$ cat config.mk
export PLATFORM = sky130hd
export DESIGN_NAME = code_patch_screen_and_hash_flat
export DESIGN_NICKNAME = d
export VERILOG_FILES = /design/src/hw/rtl/cpsh_pkg.sv /design/src/hw/rtl/cpsh_ifs.sv /design/src/hw/rtl/code_patch_screen_and_hash.sv /design/src/flat_wrapper.sv
export SDC_FILE = /design/constraint.sdc
export NUM_CORES = 1
export LEC_CHECK = 0
export ABC_AREA = 0
export BUFFER_PORTS_ARGS = -buffer_cell sky130_fd_sc_hd__buf_2
export CORE_MARGIN = 2
export CORE_UTILIZATION = 25
export DETAILED_ROUTE_END_ITERATION = 6
export SYNTH_ARGS = -nofsm -noshare
export SYNTH_HDL_FRONTEND = slang
export SYNTH_SLANG_ARGS = --single-unit
export TNS_END_PERCENT = 5
$ cat constraint.sdc
create_clock -name clk -period 13.7 [get_ports clk]
set_clock_uncertainty 0.2 [all_clocks]
set_input_delay 1.37 -clock clk [delete_from_list [all_inputs] [get_ports clk]]
set_output_delay 1.37 -clock clk [all_outputs]
set_load 0.005 [all_outputs]
$ cat src/hw/rtl/cpsh_pkg.sv
package cpsh_pkg;

  // Field widths
  localparam int unsigned BYTE_W = 8;
  localparam int unsigned HASH_W = 64;
  localparam int unsigned LEN_W  = 11;
  localparam int unsigned VERD_W = 2;

  // FNV-1a 64-bit prime, and an offset basis that differs from the standard FNV-1a value
  localparam logic [HASH_W-1:0] FNV_BASIS = 64'd1469598103934665603;
  localparam logic [HASH_W-1:0] FNV_PRIME = 64'd1099511628211;

  // Screened byte values
  localparam logic [BYTE_W-1:0] BYTE_INT3_LO = 8'hCC;
  localparam logic [BYTE_W-1:0] BYTE_INT_N   = 8'hCD;
  localparam logic [BYTE_W-1:0] BYTE_INTO    = 8'hCE;
  localparam logic [BYTE_W-1:0] BYTE_IRET    = 8'hCF;
  localparam logic [BYTE_W-1:0] BYTE_ESC     = 8'h0F;
  localparam logic [BYTE_W-1:0] BYTE_SYSCALL = 8'h05;
  localparam logic [BYTE_W-1:0] BYTE_RET     = 8'hC3;

  // Verdict codes
  localparam logic [VERD_W-1:0] VERDICT_REJECT = 2'd0;
  localparam logic [VERD_W-1:0] VERDICT_NEW    = 2'd1;
  localparam logic [VERD_W-1:0] VERDICT_DUP    = 2'd2;

  typedef struct packed {
    logic [VERD_W-1:0] verdict;
    logic [HASH_W-1:0] block_hash;
    logic [LEN_W-1:0]  block_length;
  } result_t;

  // One FNV-1a round: xor the byte in, then multiply by the prime.
  // The prime is 2^40 + 0x1B3, so the product is a sum of shifted copies.
  function automatic logic [HASH_W-1:0] fnv_step(input logic [HASH_W-1:0] h,
                                                  input logic [BYTE_W-1:0] b);
    logic [HASH_W-1:0] x;
    x = h ^ {{(HASH_W-BYTE_W){1'b0}}, b};
    return (x << 40) + (x << 8) + (x << 7) + (x << 5) + (x << 4) + (x << 1) + x;
  endfunction

  function automatic logic is_forbidden(input logic [BYTE_W-1:0] b);
    return (b == BYTE_INT3_LO) || (b == BYTE_INT_N) || (b == BYTE_INTO) ||
           (b == BYTE_IRET);
  endfunction

endpackage

$ cat src/hw/rtl/cpsh_ifs.sv
interface cpsh_in_if import cpsh_pkg::*; ();
  logic              valid;
  logic              ready;
  logic [BYTE_W-1:0] code_byte;
  logic              is_last;

  modport source (output valid, output code_byte, output is_last, input ready);
  modport sink   (input valid, input code_byte, input is_last, output ready);
endinterface

interface cpsh_out_if import cpsh_pkg::*; ();
  logic              valid;
  logic              ready;
  logic [VERD_W-1:0] verdict;
  logic [HASH_W-1:0] block_hash;
  logic [LEN_W-1:0]  block_length;

  modport source (output valid, output verdict, output block_hash, output block_length,
                  input ready);
  modport sink   (input valid, input verdict, input block_hash, input block_length,
                  output ready);
endinterface

$ cat src/hw/rtl/code_patch_screen_and_hash.sv
// Code block screen with a 64-bit hash built from FNV-1a rounds on FNV_BASIS.
// in_bus carries one byte of a candidate code block per item, with is_last
// marking the final byte. out_bus carries one result per block: the verdict
// (rejected, accepted new, duplicate of the last accepted hash), the block's
// hash and its byte count, saturated at MAX_BLOCK_BYTES + 1.
// Throughput: one byte per cycle while in_bus.ready is high, set by the
// hash round, a single shift-and-add step per byte on the running hash register.
// Pipeline: two register stages (input register, then the hash/verdict stage
// into the result register, or into the skid entry while the result register
// holds a result that has not left).
// Output side: a result register plus one skid entry. Bytes keep flowing
// while a result waits; in_bus.ready drops once both entries hold results,
// or once one does while another last byte is in flight and out_bus.ready
// is low.
// Reset (synchronous, rst_n low): running hash returns to FNV_BASIS,
// count, previous byte and reject flag clear, the stored accepted
// hash clears to zero, and no result is pending.
module code_patch_screen_and_hash import cpsh_pkg::*; #(
  parameter int unsigned MAX_BLOCK_BYTES = 1024
) (
  input  logic          clk,
  input  logic          rst_n,
  cpsh_in_if.sink       in_bus,
  cpsh_out_if.source    out_bus
);

  localparam int unsigned CNT_W = $clog2(MAX_BLOCK_BYTES + 2);
  localparam int unsigned EXT_W = (CNT_W > LEN_W) ? CNT_W : LEN_W;
  localparam logic [CNT_W-1:0] CNT_SAT = CNT_W'(MAX_BLOCK_BYTES + 1);
  localparam logic [CNT_W-1:0] CNT_MAX = CNT_W'(MAX_BLOCK_BYTES);

  // Input register
  logic              s1_valid_r;
  logic [BYTE_W-1:0] s1_byte_r;
  logic              s1_last_r;

  // Running block state
  logic [HASH_W-1:0] hash_r, hash_nxt;
  logic [BYTE_W-1:0] prev_r;
  logic [CNT_W-1:0]  cnt_r, cnt_nxt;
  logic              rej_r, rej_nxt;
  logic [HASH_W-1:0] acc_hash_r;

  // Result register and skid entry
  logic    out_valid_r, skid_valid_r;
  result_t out_r, skid_r, res;
  logic    res_wr;

  logic [EXT_W-1:0] cnt_ext;
  logic             in_acc, out_pop, blk_rej;

  // A pending last byte only blocks input when the held result is not leaving
  assign in_bus.ready = !skid_valid_r && !(out_valid_r && s1_valid_r && s1_last_r && !out_pop);
  assign in_acc       = in_bus.valid && in_bus.ready;
  assign out_pop      = out_valid_r && out_bus.ready;

  // Input register
  always_ff @(posedge clk) begin
    if (!rst_n) begin
      s1_valid_r <= 1'b0;
    end else begin
      s1_valid_r <= in_acc;
    end
    if (in_acc) begin
      s1_byte_r <= in_bus.code_byte;
      s1_last_r <= in_bus.is_last;
    end
  end

  // Hash round, count and screening for the registered byte
  always_comb begin
    hash_nxt = fnv_step(hash_r, s1_byte_r);
    cnt_nxt  = (cnt_r < CNT_SAT) ? cnt_r + 1'b1 : cnt_r;
    rej_nxt  = rej_r || is_forbidden(s1_byte_r) ||
               ((cnt_r != '0) && (prev_r == BYTE_ESC) && (s1_byte_r == BYTE_SYSCALL));
    blk_rej  = rej_nxt || (cnt_nxt > CNT_MAX) || (s1_byte_r != BYTE_RET);
    cnt_ext  = EXT_W'(cnt_nxt);

    res.block_hash   = hash_nxt;
    res.block_length = cnt_ext[LEN_W-1:0];
    if (blk_rej) begin
      res.verdict = VERDICT_REJECT;
    end else if (hash_nxt == acc_hash_r) begin
      res.verdict = VERDICT_DUP;
    end else begin
      res.verdict = VERDICT_NEW;
    end
    res_wr = s1_valid_r && s1_last_r;
  end

  // Running state: cleared after each last byte
  always_ff @(posedge clk) begin
    if (!rst_n) begin
      hash_r     <= FNV_BASIS;
      prev_r     <= '0;
      cnt_r      <= '0;
      rej_r      <= 1'b0;
      acc_hash_r <= '0;
    end else if (s1_valid_r) begin
      if (s1_last_r) begin
        hash_r <= FNV_BASIS;
        prev_r <= '0;
        cnt_r  <= '0;
        rej_r  <= 1'b0;
        if (res.verdict == VERDICT_NEW) begin
          acc_hash_r <= hash_nxt;
        end
      end else begin
        hash_r <= hash_nxt;
        prev_r <= s1_byte_r;
        cnt_r  <= cnt_nxt;
        rej_r  <= rej_nxt;
      end
    end
  end

  // Result register with one skid entry
  always_ff @(posedge clk) begin
    if (!rst_n) begin
      out_valid_r  <= 1'b0;
      skid_valid_r <= 1'b0;
    end else if (out_pop) begin
      if (skid_valid_r) begin
        out_r        <= skid_r;
        skid_valid_r <= res_wr;
        if (res_wr) begin
          skid_r <= res;
        end
      end else begin
        out_valid_r <= res_wr;
        if (res_wr) begin
          out_r <= res;
        end
      end
    end else if (res_wr) begin
      if (!out_valid_r) begin
        out_valid_r <= 1'b1;
        out_r       <= res;
      end else begin
        skid_valid_r <= 1'b1;
        skid_r       <= res;
      end
    end
  end

  assign out_bus.valid        = out_valid_r;
  assign out_bus.verdict      = out_r.verdict;
  assign out_bus.block_hash   = out_r.block_hash;
  assign out_bus.block_length = out_r.block_length;

endmodule

$ cat src/flat_wrapper.sv
// flat-port wrapper written by rule: the top's interface ports become plain ports
module code_patch_screen_and_hash_flat import cpsh_pkg::*;
#(
  parameter int unsigned MAX_BLOCK_BYTES = 1024
)
  (clk, rst_n, in_bus_valid, in_bus_code_byte, in_bus_is_last, in_bus_ready, out_bus_valid, out_bus_verdict, out_bus_block_hash, out_bus_block_length, out_bus_ready);
  cpsh_in_if in_bus_i ();
  cpsh_out_if out_bus_i ();
  input  logic clk;
  input  logic rst_n;
  input wire logic [$bits(in_bus_i.valid)-1:0] in_bus_valid;
  input wire logic [$bits(in_bus_i.code_byte)-1:0] in_bus_code_byte;
  input wire logic [$bits(in_bus_i.is_last)-1:0] in_bus_is_last;
  output wire logic [$bits(in_bus_i.ready)-1:0] in_bus_ready;
  output wire logic [$bits(out_bus_i.valid)-1:0] out_bus_valid;
  output wire logic [$bits(out_bus_i.verdict)-1:0] out_bus_verdict;
  output wire logic [$bits(out_bus_i.block_hash)-1:0] out_bus_block_hash;
  output wire logic [$bits(out_bus_i.block_length)-1:0] out_bus_block_length;
  input wire logic [$bits(out_bus_i.ready)-1:0] out_bus_ready;
  assign in_bus_i.valid = in_bus_valid;
  assign in_bus_i.code_byte = in_bus_code_byte;
  assign in_bus_i.is_last = in_bus_is_last;
  assign in_bus_ready = in_bus_i.ready;
  assign out_bus_valid = out_bus_i.valid;
  assign out_bus_verdict = out_bus_i.verdict;
  assign out_bus_block_hash = out_bus_i.block_hash;
  assign out_bus_block_length = out_bus_i.block_length;
  assign out_bus_i.ready = out_bus_ready;
  code_patch_screen_and_hash #(.MAX_BLOCK_BYTES(MAX_BLOCK_BYTES)) u_core (.clk(clk), .rst_n(rst_n), .in_bus(in_bus_i), .out_bus(out_bus_i));
endmodule
# [Yosys cells after proc, flatten, opt, wreduce, memory -nomap -nowiden]
# Index checks and enable logic that the tools add are counted.
# W data, S select, Z words.
[op_classes] add_sub_neg=7 magnitude_cmp=2 eq_ne=13 muxes=23 bitwise_logic=1 reduce_logical=28
[ops] cell="$mux W77" n=9
[ops] cell="$add A64 B64 Y64" n=6
[ops] cell="$eq A64 B64 Y1" n=1
[ops] cell="$mux W64" n=1
[ops] cell="$xor A64 B8 Y64" n=1
[ops] cell="$eq A8 B8 Y1 const B" n=4
[ops] cell="$mux W11" n=2
[ops] cell="$add A11 B1 Y11 const B" n=1
[ops] cell="$gt A11 B11 Y1 const B" n=1
[ops] cell="$lt A11 B11 Y1 const B" n=1
[ops] cell="$reduce_bool A11 Y1" n=1
[ops] cell="$logic_and A1 B1 Y1" n=9
[ops] cell="$eq A8 B3 Y1 const B" n=1
[ops] cell="$eq A8 B4 Y1 const B" n=1
[ops] cell="$mux W1" n=8
[ops] cell="$mux W8" n=1
[ops] cell="$ne A8 B8 Y1 const B" n=1
[ops] cell="$logic_or A1 B1 Y1" n=7
[ops] cell="$ne A2 B2 Y1 const B" n=3
[ops] cell="$reduce_bool A2 Y1" n=3
[ops] cell="$reduce_and A5 Y1" n=1
[ops] cell="$mux W2" n=2
[ops] cell="$reduce_and A2 Y1" n=2
[ops] cell="$reduce_and A4 Y1" n=1
[ops] cell="other kinds (4)" n=6
[totals] register_bits=314 in_bits=13 out_inout_bits=79 wordCells=90

# [Longest topological paths before layout]
# Gate-level depths: netlist of the first run.
[logic_depth] depth_word=13 ltp_mapped=27 depth_no_buf=24

# [Least setup slack after synthesis of the first run]
# No wires, ideal clock.
[synth_timing] path_type="register -> register" startpoint="reg u_core.s1_byte_r[5]" endpoint="reg u_core.acc_hash_r[14]" setup_time_ps=116 arrival_time_ps=6262 required_time_ps=13384 setup_slack_ps=7122 stages_incl_launch_ff=27 n_path_buf=3 period_less_slack_ps=6578 path_cell_list="edfxtp_1 -> xor2_1 -> xor2_1 -> ha_1 -> a21o_1 -> fa_1 -> inv_1 -> fa_1 -> inv_1 -> ha_1 -> ha_1 -> buf_4 -> and4_4 -> nor2b_1 -> a221oi_4 -> o21ai_1 -> nor2_1 -> xor2_1 -> a221o_1 -> nor4_1 -> nand4_1 -> nor4_2 -> a311o_2 -> buf_6 -> buf_8 -> mux2i_1 -> nor2b_1"
[synth_between] elab_chain_cells=12 word_cells_on_any_way=26 classes_between="add/sub (6); eq/ne (8); mux (2); bitwise (1); reduce/logical (9)"
[synth_rtl] item="start, declared" line_no="code_patch_screen_and_hash.sv:34" rtl="logic [BYTE_W-1:0] s1_byte_r;"
[synth_rtl] item="start signal, assigned" line_no="code_patch_screen_and_hash.sv:65" rtl="s1_byte_r <= in_bus.code_byte;"
[synth_rtl] item="$xor A64 B8 Y64" line_no="cpsh_pkg.sv:38" rtl="x = h ^ {{(HASH_W-BYTE_W){1'b0}}, b};"
[synth_rtl] item="$add A64 B64 Y64 (6 in a row)" line_no="cpsh_pkg.sv:39" rtl="return (x << 40) + (x << 8) + (x << 7) + (x << 5) + (x << 4) + (x << 1) + x;"
[synth_rtl] item="$eq A64 B64 Y1" line_no="code_patch_screen_and_hash.sv:83" rtl="end else if (hash_nxt == acc_hash_r) begin"
[synth_rtl] item="$mux W2" line_no="code_patch_screen_and_hash.sv:83"
[synth_rtl] item="$mux W2" line_no="code_patch_screen_and_hash.sv:81" rtl="if (blk_rej) begin"
[synth_rtl] item="$eq A2 B1 Y1" line_no="code_patch_screen_and_hash.sv:105" rtl="if (res.verdict == VERDICT_NEW) begin"
[synth_rtl] item="$reduce_and A3 Y1 (no line)"
[synth_rtl] item="end signal, assigned" line_no="code_patch_screen_and_hash.sv:106" rtl="acc_hash_r <= hash_nxt;"
[synth_rtl] item="end, declared" line_no="code_patch_screen_and_hash.sv:42" rtl="logic [HASH_W-1:0] acc_hash_r;"
# Several ways; a longest one is shown, not always the timed one.
# A chain may end at the register's enable or synchronous reset.

# [Final worst setup path of the first run]
[layout_timing] startpoint="reg u_core.s1_byte_r[7]" endpoint="reg u_core.acc_hash_r[5]"
[layout_between] elab_chain_cells=12 word_cells_on_any_way=26 classes_between="add/sub (6); eq/ne (8); mux (2); bitwise (1); reduce/logical (9)"
[layout_rtl] item="$xor A64 B8 Y64 (*)" line_no="cpsh_pkg.sv:38"
[layout_rtl] item="$add A64 B64 Y64 (5 in a row)" line_no="cpsh_pkg.sv:39"
[layout_rtl] item="$add A64 B64 Y64 (*)" line_no="cpsh_pkg.sv:39"
[layout_rtl] item="net u_core.hash_nxt[30]" line_no="code_patch_screen_and_hash.sv:38" rtl="logic [HASH_W-1:0] hash_r, hash_nxt;"
[layout_rtl] item="$eq A64 B64 Y1 (*)" line_no="code_patch_screen_and_hash.sv:83"
[layout_rtl] item="$mux W2 (*)" line_no="code_patch_screen_and_hash.sv:83"
[layout_rtl] item="$mux W2 (*)" line_no="code_patch_screen_and_hash.sv:81"
[layout_rtl] item="$eq A2 B1 Y1 (*)" line_no="code_patch_screen_and_hash.sv:105"
[layout_rtl] item="$reduce_and A3 Y1 (no line) (*)"
# The timed path passes the listed nets; every way through them passes the cells marked *.

==> results.toml, run 1 <==
[final_layout]
finalInstanceArea_mm2 = 0.0277
fin_nets = 2976
fin_cells = 3928
drive_gt1_share_pct = 8.18
synthToLayoutAreaGrowth_pct = 12.4
diodes = 0

[sta]
min_period_ns = 9.92
drv_slew = 0
setup_tns_ns = 0
finalHoldViolations = 0
rsz0062_at_grt = "false"
max_freq_mhz = 101
setup_violations = 0
min_period_over_period_pct = 72.4
tightest_slew_ns = 1.25
slew_headroom_pct = 15.9

[clock_tree]
post-cts-setup-buffers = 0
ctsHoldBuffers = 0
numCtsBuffers = 38
post_cts_resized = 0
clk_root_buffer_cell = "clkbuf_16"
clk_pin_slew_worst_paths_ns = 0.06
cts_tree = "done"
htreeDepth = 2
clk_latency_ns = 0.58
cts_buffer_depth = 3
clkSinkCount = 314

[drt]
drt_iter0_markers = 1606
wl_per_cell_um = 20.3
wirelength_um = 79800
route.detailed.drc = 0
vias = 18338
via_per_inst = 4.67
firstDrtPassIters = 6
antenna_left = 0

[global_route]
grt-ovfl-total = 0
grt_util_all_layers_pct = 15.7
antenna_found_initial = 3
grt_first_pass_wirelength_um = 120000
grt_max_degree = 86
grt_pass1_vias = 18333

[critical_path]
crit_path_start_kind = "flip-flop"
end_kind = "flip-flop"
setup.worst_path.class = "flip-flop to flip-flop"
ff2ff_setup_slack_ns = 3.78
cp_top_family = "compound AO/OA/AOI/OAI gates"
max_stage_delay_ns = 0.98
critPathRequiredTime_ns = 13.95
slowest_stage = "a2111oi_0"
crit_buf_inv = 3
crit_path_max_fanout = 50
cp_cell_sequence = "xor2_1 > fa_1 > fa_1 > inv_1 > fa_1 > inv_1 > ha_1 > ha_1 > a21oi_1 > o21a_1 > nor2_1 > nor3b_2 > a211oi_2 > or2_1 > xor2_1 > xor2_1 > a2111oi_0 > and4_1 > a311o_2 > buf_4 > mux2i_1 > nor2b_1"
crit_arrival_ns = 10.17

[synth]
async_flop_share_pct = 0
syn_area_mm2 = 0.0246
syn-instance-count = 2559
synth-edff-count = 163
ys_ff_latch = 314
synthFlopType = "edfxtp_1"
syn-num-nets = 2924
yosysUniqueCellTypes = 97
synth-warning-count = 0
synth.avg_cell_area_um2 = 9.63
ys_seq_area_share_pct = 32.1

[die]
die_w_um = 318
initial_core_util_pct = 25.1
ios = 92
num_rows = 115
dieArea_mm2 = 0.101
core_area_mm2 = 0.0980
fp.dieH_um = 318

[placed_design]
dpl.hpwl_um = 63300
dp_cells = 3858
io_buffers = 91
gp_congestion = 0.992
placed_cell_area_mm2 = 0.0264

[flow_run]
drv_cap = 0

[outcome]
status = "finished clean"

[hold_path]
hold_path_class = "flip-flop to flip-flop"
## kinds of logic after synthesis
family	share of synthesized area [%]
AOI/OAI and AO/OA	11.0
buffers and inverters	8.60
DFF	32.1
and+or+nand+nor	13.9
xor gates and xnor gates	6.01
adders and majority gates	25.3
muxes	3.03
## stage by stage
| step | util (%) | setup slack (ns) | hold WS [ns] |
|---|---|---|---|
| after floorplan | - | 7.12 | 0.263 |
| after global placement | 27.0 | 3.93 | 0.279 |
| after detailed placement | 27.0 | 3.90 | 0.287 |
| after CTS | 28.2 | 3.86 | 0.301 |
| after global routing | 28.2 | 3.53 | 0.318 |
| final | 28.2 | 3.78 | 0.298 |
## per-layer routing
| layer | global-route usage, % | up-vias | wire length (um) |
|---|---|---|---|
| met1 | 22.3 | 9201 | 37400 |
| met4 | 5.03 | 2 | 2770 |
| li1 | - | 8505 | - |
| met2 | 24.6 | 500 | 35600 |
| met3 | 1.96 | 130 | 4040 |
| met5 | 0 | - | 13 |
## worst reg2reg max path, stage by stage, from the launching register on
cell and delay, ns:
edfxtp_1 0.45, xor2_1 0.93, fa_1 0.60, fa_1 0.54, inv_1 0.05, fa_1 0.48
inv_1 0.04, ha_1 0.27, ha_1 0.37, a21oi_1 0.32, o21a_1 0.34, nor2_1 0.08
nor3b_2 0.48, a211oi_2 0.22, or2_1 0.32, xor2_1 0.68, xor2_1 0.20, a2111oi_0 0.98
and4_1 0.40, a311o_2 0.52, buf_4 0.81, mux2i_1 0.43, nor2b_1 0.07
## worst paths after layout
| kind | from | depth (start not counted) | end |
|---|---|---|---|
| max | u_core.s1_byte_r[7] | 22 | u_core.acc_hash_r[5] |
| min | u_core.hash_r[63] | 2 | u_core.hash_r[63] |
| max reg2reg | u_core.s1_byte_r[7] | 22 | u_core.acc_hash_r[5] |
| min reg2reg | u_core.hash_r[63] | 2 | u_core.hash_r[63] |
## area by class of cell
class	count	area, um^2
fillers	10344	70300
multi-input cells	1708	14700
flip-flops and latches	314	7920
inverters	438	1640
well taps	1287	1610
clock buffers	52	1060
repair buffers	111	608
clock inverters	18	178
## cells in the final DEF, fill, tap and decap left out, drive strengths merged, types with 7 or more instances in the layout
master,count
inv,441
nand2,290
fa,243
edfxtp,163
dfxtp,151
nor2,121
a21oi,118
buf,111
ha,109
o21ai,105
nor2b,84
xnor2,79
mux2i,70
xor2,65
and2,55
clkbuf,52
o22ai,37
nand4,35
o211ai,31
nand3,27
nor3,23
nand2b,17
o21a,16
a21o,15
nor4,13
a211oi,13
and3,10
a31oi,9
or3,8
a21boi,8
clkinv,7
## sequential cells by signal, indices dropped and copies added, names as in the netlist
| signal | flops |
|---|---|
| u_core.acc_hash_r | 64 |
| u_core.cnt_r | 11 |
| u_core.hash_r | 64 |
| u_core.out_bus.block_hash | 64 |
| u_core.out_bus.block_length | 11 |
| u_core.out_bus.valid | 1 |
| u_core.out_bus.verdict | 2 |
| u_core.prev_r | 8 |
| u_core.rej_r | 1 |
| u_core.s1_byte_r | 8 |
| u_core.s1_last_r | 1 |
| u_core.s1_valid_r | 1 |
| u_core.skid_r | 77 |
| u_core.skid_valid_r | 1 |
## cell usage after synthesis (all sizes together), types with 8 or more instances
cell | number | area [um^2]
nand4 | 35 | 219
or3 | 8 | 50.1
nor2 | 121 | 462
xor2 | 65 | 592
a31oi | 9 | 56.3
nor3 | 23 | 125
nor4 | 13 | 87.6
inv | 438 | 1640
o22ai | 37 | 231
nor2b | 84 | 526
mux2i | 70 | 701
xnor2 | 79 | 707
ha | 109 | 1360
and2 | 55 | 344
a21oi | 118 | 602
edfxtp | 163 | 4890
nand3 | 27 | 135
fa | 243 | 4860
a21boi | 8 | 60.1
o21a | 16 | 120
buf | 39 | 249
dfxtp | 151 | 3020
and3 | 10 | 67.6
nand2 | 290 | 1090
a211oi | 13 | 125
clkbuf | 60 | 225
nand2b | 17 | 106
o211ai | 31 | 238
a21o | 15 | 113
o21ai | 105 | 529
Power of run 1 is not shown: default switching activity piles up to over one toggle a cycle in this logic, so the estimate is an artifact.
==> inputs of run 2 (changes only) <==
clock period = 8.1 ns   (was 13.7 ns; I/O delays follow)
==> run 2 against run 1 <==
Against the previous run: critical path depth grew 2; highest routed layer is now met4; first-iteration DRC count grew 3.6%; die area unchanged; cell area rose by 1.2%; hold slack worse by 0.057 ns; cell count up 0.81%; core utilization rose by 0.33 points.
==> results.toml, run 2 (synthesis gave the netlist of run 1 again) <==
[outcome]
status = "finished clean"

[critical_path]
max_stage_delay_ns = 0.62
crit_buf_inv = 4
slowest_stage = "nor4_1"
cp_top_family = "adder cells"
critPathRequiredTime_ns = 8.34
end_kind = "flip-flop"
setup.worst_path.class = "flip-flop to flip-flop"
cp_cell_sequence = "xor2_1 > buf_4 > inv_1 > fa_1 > inv_1 > fa_1 > ha_1 > ha_1 > ha_1 > fa_1 > a211oi_2 > o21ai_2 > and3_4 > or3_1 > a21boi_1 > a2bb2oi_1 > nand4_1 > nor4_1 > nand4_1 > nor4_2 > a311o_2 > buf_12 > mux2i_1 > nor2b_1"
crit_arrival_ns = 8.12
crit_path_max_fanout = 35
crit_path_start_kind = "flip-flop"

[global_route]
grt_first_pass_wirelength_um = 119000
grt_max_degree = 79
grtUsageMet3_pct = 2.33
use_met2_pct = 24.6
grt_util_all_layers_pct = 15.4
use_met1_pct = 21.7
top_usage_layer = "met2"
grt_pass1_vias = 18457
grt-ovfl-total = 0
antenna_found_initial = 0

[clock_tree]
ctsHoldBuffers = 0
clk_root_buffer_cell = "clkbuf_16"
clk_latency_ns = 0.56
clkSinkCount = 314
cts_buffer_depth = 3
cts_tree = "done"
numCtsBuffers = 37
htreeDepth = 2
clk_pin_slew_worst_paths_ns = 0.06

[final_layout]
largest-register = "u_core.skid_r"
synthToLayoutAreaGrowth_pct = 13.7
multi_input_area_mm2 = 0.0147
n_fill_cell = 10294
seqCellArea_mm2 = 0.00792
layout_common_cells = "435 x inv_1, 290 x nand2_1, 243 x fa_1"
fin_nets = 3009
largest_register_ffs = 77
drive_gt1_share_pct = 9.47
fin_cells = 3960
final_common_cell = "inv_1"
finalInstanceArea_mm2 = 0.0280

[sta]
drv_slew = 0
slew_headroom_pct = 30.0
setup_violations = 0
min_period_over_period_pct = 97.3
tightest_slew_ns = 1.04
holdWs_ns = 0.241
max_freq_mhz = 127
finalHoldViolations = 0
rsz0062_at_grt = "false"
min_period_ns = 7.88

[die]
fp.dieH_um = 318
num_rows = 115
dieArea_mm2 = 0.101
initial_core_util_pct = 25.1
core_area_mm2 = 0.0980
ios = 92
die_w_um = 318

[placed_design]
dpl.hpwl_um = 62600
dp_cells = 3892
placed_cell_area_mm2 = 0.0267
io_buffers = 91
gp_congestion = 1.01

[flow_run]
drv_cap = 0

[drt]
firstDrtPassIters = 5
drt_iter0_markers = 1664
wirelength_um = 78000
via_per_inst = 4.63
wl_per_cell_um = 19.7
vias = 18337
route.detailed.drc = 0
antenna_left = 0

[hold_path]
hold_path_class = "input pin to flip-flop"
[run 2: changes by cell type in the layout (fill, tap and decap cells not counted), sizes merged]
cell / before / now
clkbuf: 52 / 47
clkinvlp: 6 / 4
clkinv: 7 / 11
buf: 111 / 145
diode: 0 / 1
bufinv: 2 / 5
inv: 441 / 438
[run 2: timing repair]
item / 4_1_cts / 5_1_grt
buffers inserted: 0 / 0
setup endpoints to repair: 35 / 64
gates resized for setup: 1 / 5
[run 2: area by class of cell]
type	instances	share of cell area, %
Antenna cell	1	0.00893
Clock buffer	47	3.66
Clock inverter	20	0.880
Inverter	438	5.87
Multi-Input combinational cell	1708	52.4
Sequential cell	314	28.3
Tap cell	1287	5.75
Timing Repair Buffer	145	3.17
[run 2: per-stage QoR]
step | utilization (%) | TNS, ns | setup WS, ns
after global placement | 27.3 | 0 | 0.0430
after global routing | 28.6 | 0 | 0.0208
final | 28.6 | 0 | 0.219
after CTS | 28.6 | 0 | 0.0325
after floorplan | - | 0 | 1.52
after detailed placement | 27.3 | -0.425 | -0.0362
[run 2: worst reg2reg max path: stages (launching register included)]
cell and delay (ns):
edfxtp_1 0.52, xor2_1 0.39, buf_4 0.25, inv_1 0.12, fa_1 0.43, inv_1 0.09
fa_1 0.39, ha_1 0.29, ha_1 0.28, ha_1 0.22, fa_1 0.51, a211oi_2 0.39
o21ai_2 0.22, and3_4 0.24, or3_1 0.35, a21boi_1 0.47, a2bb2oi_1 0.23, nand4_1 0.13
nor4_1 0.62, nand4_1 0.23, nor4_2 0.27, a311o_2 0.31, buf_12 0.27, mux2i_1 0.29
nor2b_1 0.06
[run 2: final timing paths]
check | depth (start not counted) | start | slack (ns) | end
hold reg to reg | 2 | u_core.hash_r[63] | 0.29 | u_core.hash_r[63]
setup / recovery | 24 | u_core.s1_byte_r[4] | 0.22 | u_core.acc_hash_r[7]
setup reg to reg | 24 | u_core.s1_byte_r[4] | 0.22 | u_core.acc_hash_r[7]
hold / removal | 1 | in_bus_code_byte[7] | 0.24 | u_core.s1_byte_r[7]
[run 2: layer usage]
metal  up-vias  wire, um
met5         -         0
met1      9122     36400
met2       541     35100
met4         0      1990
li1       8573         -
met3       101      4550
Power of run 2 is left out for the same reason.
==> inputs of run 3 (changes only) <==
CORE_ASPECT_RATIO = 0.8   (was not set)
==> run 3 against run 2 <==
Against the previous run: cell count grew 1.0%; sequential share of layout area shrank 0.14 points; wire length grew 5.0%; cell area grew 0.50%; non-clock buffer count grew 34; maximum frequency grew 1.9%; hold slack lost 0.0021 ns; count of clock-buffer cells in the layout shrank 2; via count grew 1.2%; core utilization grew 0.36 points; global-route usage grew 0.82 points; critical path depth grew 1; critical endpoint is now u_core.acc_hash_r[50]; highest routed layer is now met5.
==> results.toml, run 3 (synthesis gave the netlist of run 1 again) <==
[critical_path]
critPathRequiredTime_ns = 8.34
slowest_stage = "a221oi_4"
rr_startpoint = "u_core.s1_byte_r[1]"
crit_path_max_fanout = 11
max_stage_delay_ns = 0.56
path_depth = 25
setup.worst_path.end = "u_core.acc_hash_r[50]"
crit_path_start_kind = "flip-flop"
timing.rr.end = "u_core.acc_hash_r[50]"
end_kind = "flip-flop"
cp_top_family = "compound AO/OA/AOI/OAI gates"
setup.worst_path.class = "flip-flop to flip-flop"
reg2regPathDepth = 25
crit_buf_inv = 5
crit_arrival_ns = 7.98
ff2ff_setup_slack_ns = 0.36
cp-startpoint = "u_core.s1_byte_r[1]"

[die]
ios = 92
fp.dieH_um = 285
dieArea_mm2 = 0.101
initial_core_util_pct = 25.3
core_area_mm2 = 0.0972
die_w_um = 355
num_rows = 102

[sta]
min_period_over_period_pct = 95.5
finalHoldViolations = 0
rsz0062_at_grt = "false"
drv_slew = 0
max_freq_mhz = 129
min_period_ns = 7.74
tightest_slew_ns = 1.24
holdWs_ns = 0.239
setup_ws_ns = 0.363
setup_tns_ns = 0
setup_violations = 0
slew_headroom_pct = 17.2

[hold_path]
hold_path_class = "input pin to flip-flop"

[final_layout]
n_fill_cell = 10239
synthToLayoutAreaGrowth_pct = 14.2
seqCellArea_mm2 = 0.00792
multi_input_area_mm2 = 0.0147
layout_common_cells = "435 x inv_1, 290 x nand2_1, 243 x fa_1"
largest_register_ffs = 77
drive_gt1_share_pct = 10.4
final_common_cell = "inv_1"
largest-register = "u_core.skid_r"
fin_nets = 3040

[drt]
route.detailed.drc = 0
wl_per_cell_um = 20.5
drt_iter0_markers = 1433
vias = 18553
firstDrtPassIters = 5
antenna_left = 0
via_per_inst = 4.64
wirelength_um = 81900

[global_route]
grt-ovfl-total = 0
grt_pass1_vias = 18693
grt_max_degree = 82
grt_util_all_layers_pct = 16.2
antenna_found_initial = 4
grt_first_pass_wirelength_um = 123000

[clock_tree]
htreeDepth = 2
clk_latency_ns = 0.56
numCtsBuffers = 34
ctsHoldBuffers = 0
cts_buffer_depth = 3
clk_pin_slew_worst_paths_ns = 0.07
clk_root_buffer_cell = "clkbuf_16"
cts_tree = "done"
clkSinkCount = 314

[outcome]
status = "finished clean"

[placed_design]
dpl.hpwl_um = 66000
io_buffers = 91
gp_congestion = 1.01
pre_cts_ws_ns = 0.228

[flow_run]
drv_cap = 0
-- run 3: cell types whose count changed in the layout (fill, tap and decap cells not counted), sizes merged --
cell / before / now
clkinv: 11 / 7
clkinvlp: 4 / 2
clkbuf: 47 / 45
bufinv: 5 / 3
buf: 145 / 179
inv: 438 / 442
-- run 3: repair_timing --
item                                   CTS  global route
setup buffers                            0             0
endpoints found under the hold margin    0             0
setup endpoints to repair                0            62
gates resized for setup                  0             2
-- run 3: through the flow --
stage          area (um^2)  std cells  util, %
6_report             28100       4001     28.9
5_1_grt              28100       4000     28.9
4_1_cts              28100       4000     28.9
3_5_place_dp         27000       3939     27.8
3_3_place_gp         27000       3939     27.8
2_1_floorplan        24600       2559        -
-- run 3: how the worst min path moves through the flow --
stage	startpoint	endpoint	slack, ns	depth (start not counted)
2_1_floorplan	u_core.hash_r[1]	u_core.hash_r[1]	0.26	2
3_3_place_gp	u_core.hash_r[1]	u_core.hash_r[1]	0.28	2
3_5_place_dp	u_core.hash_r[1]	u_core.hash_r[1]	0.28	2
4_1_cts	in_bus_code_byte[1]	u_core.s1_byte_r[1]	0.21	1
5_1_grt	in_bus_code_byte[1]	u_core.s1_byte_r[1]	0.21	1
6_report	in_bus_code_byte[1]	u_core.s1_byte_r[1]	0.24	1
-- run 3: worst register-to-register path, cell delays in order, from the launching register on --
cell and delay (ns):
edfxtp_1 0.50, xnor2_2 0.33, inv_1 0.29, ha_1 0.40, a21o_1 0.19, fa_1 0.51
inv_1 0.05, fa_1 0.50, inv_1 0.05, ha_1 0.27, ha_1 0.37, a21oi_1 0.32
o21ai_1 0.15, a221oi_4 0.56, o21ai_1 0.21, nor2_1 0.36, xor2_1 0.21, a221o_1 0.42
nor4_1 0.43, nand4_1 0.17, nor4_2 0.24, a311o_2 0.27, buf_4 0.18, buf_12 0.16
mux2i_1 0.22, nor2b_1 0.06
-- run 3: layer usage --
layer / vias up / part of all wire, % / GRT usage, %
met5: - / 0.016 / 0
met4: 2 / 2.5 / 3.76
met3: 107 / 8.8 / 4.91
met2: 619 / 41 / 23.4
met1: 9199 / 47 / 23.5
li1: 8626 / - / -
-- run 3: layout make-up --
cell class                      instances  area share [%]
Timing Repair Buffer                  179            4.20
Multi-Input combinational cell       1708            52.1
Inverter                              438            5.84
Tap cell                             1300            5.78
Clock inverter                         16           0.618
Sequential cell                       314            28.1
Clock buffer                           45            3.32
Antenna cell                            1         0.00889
Power of run 3 is left out for the same reason.
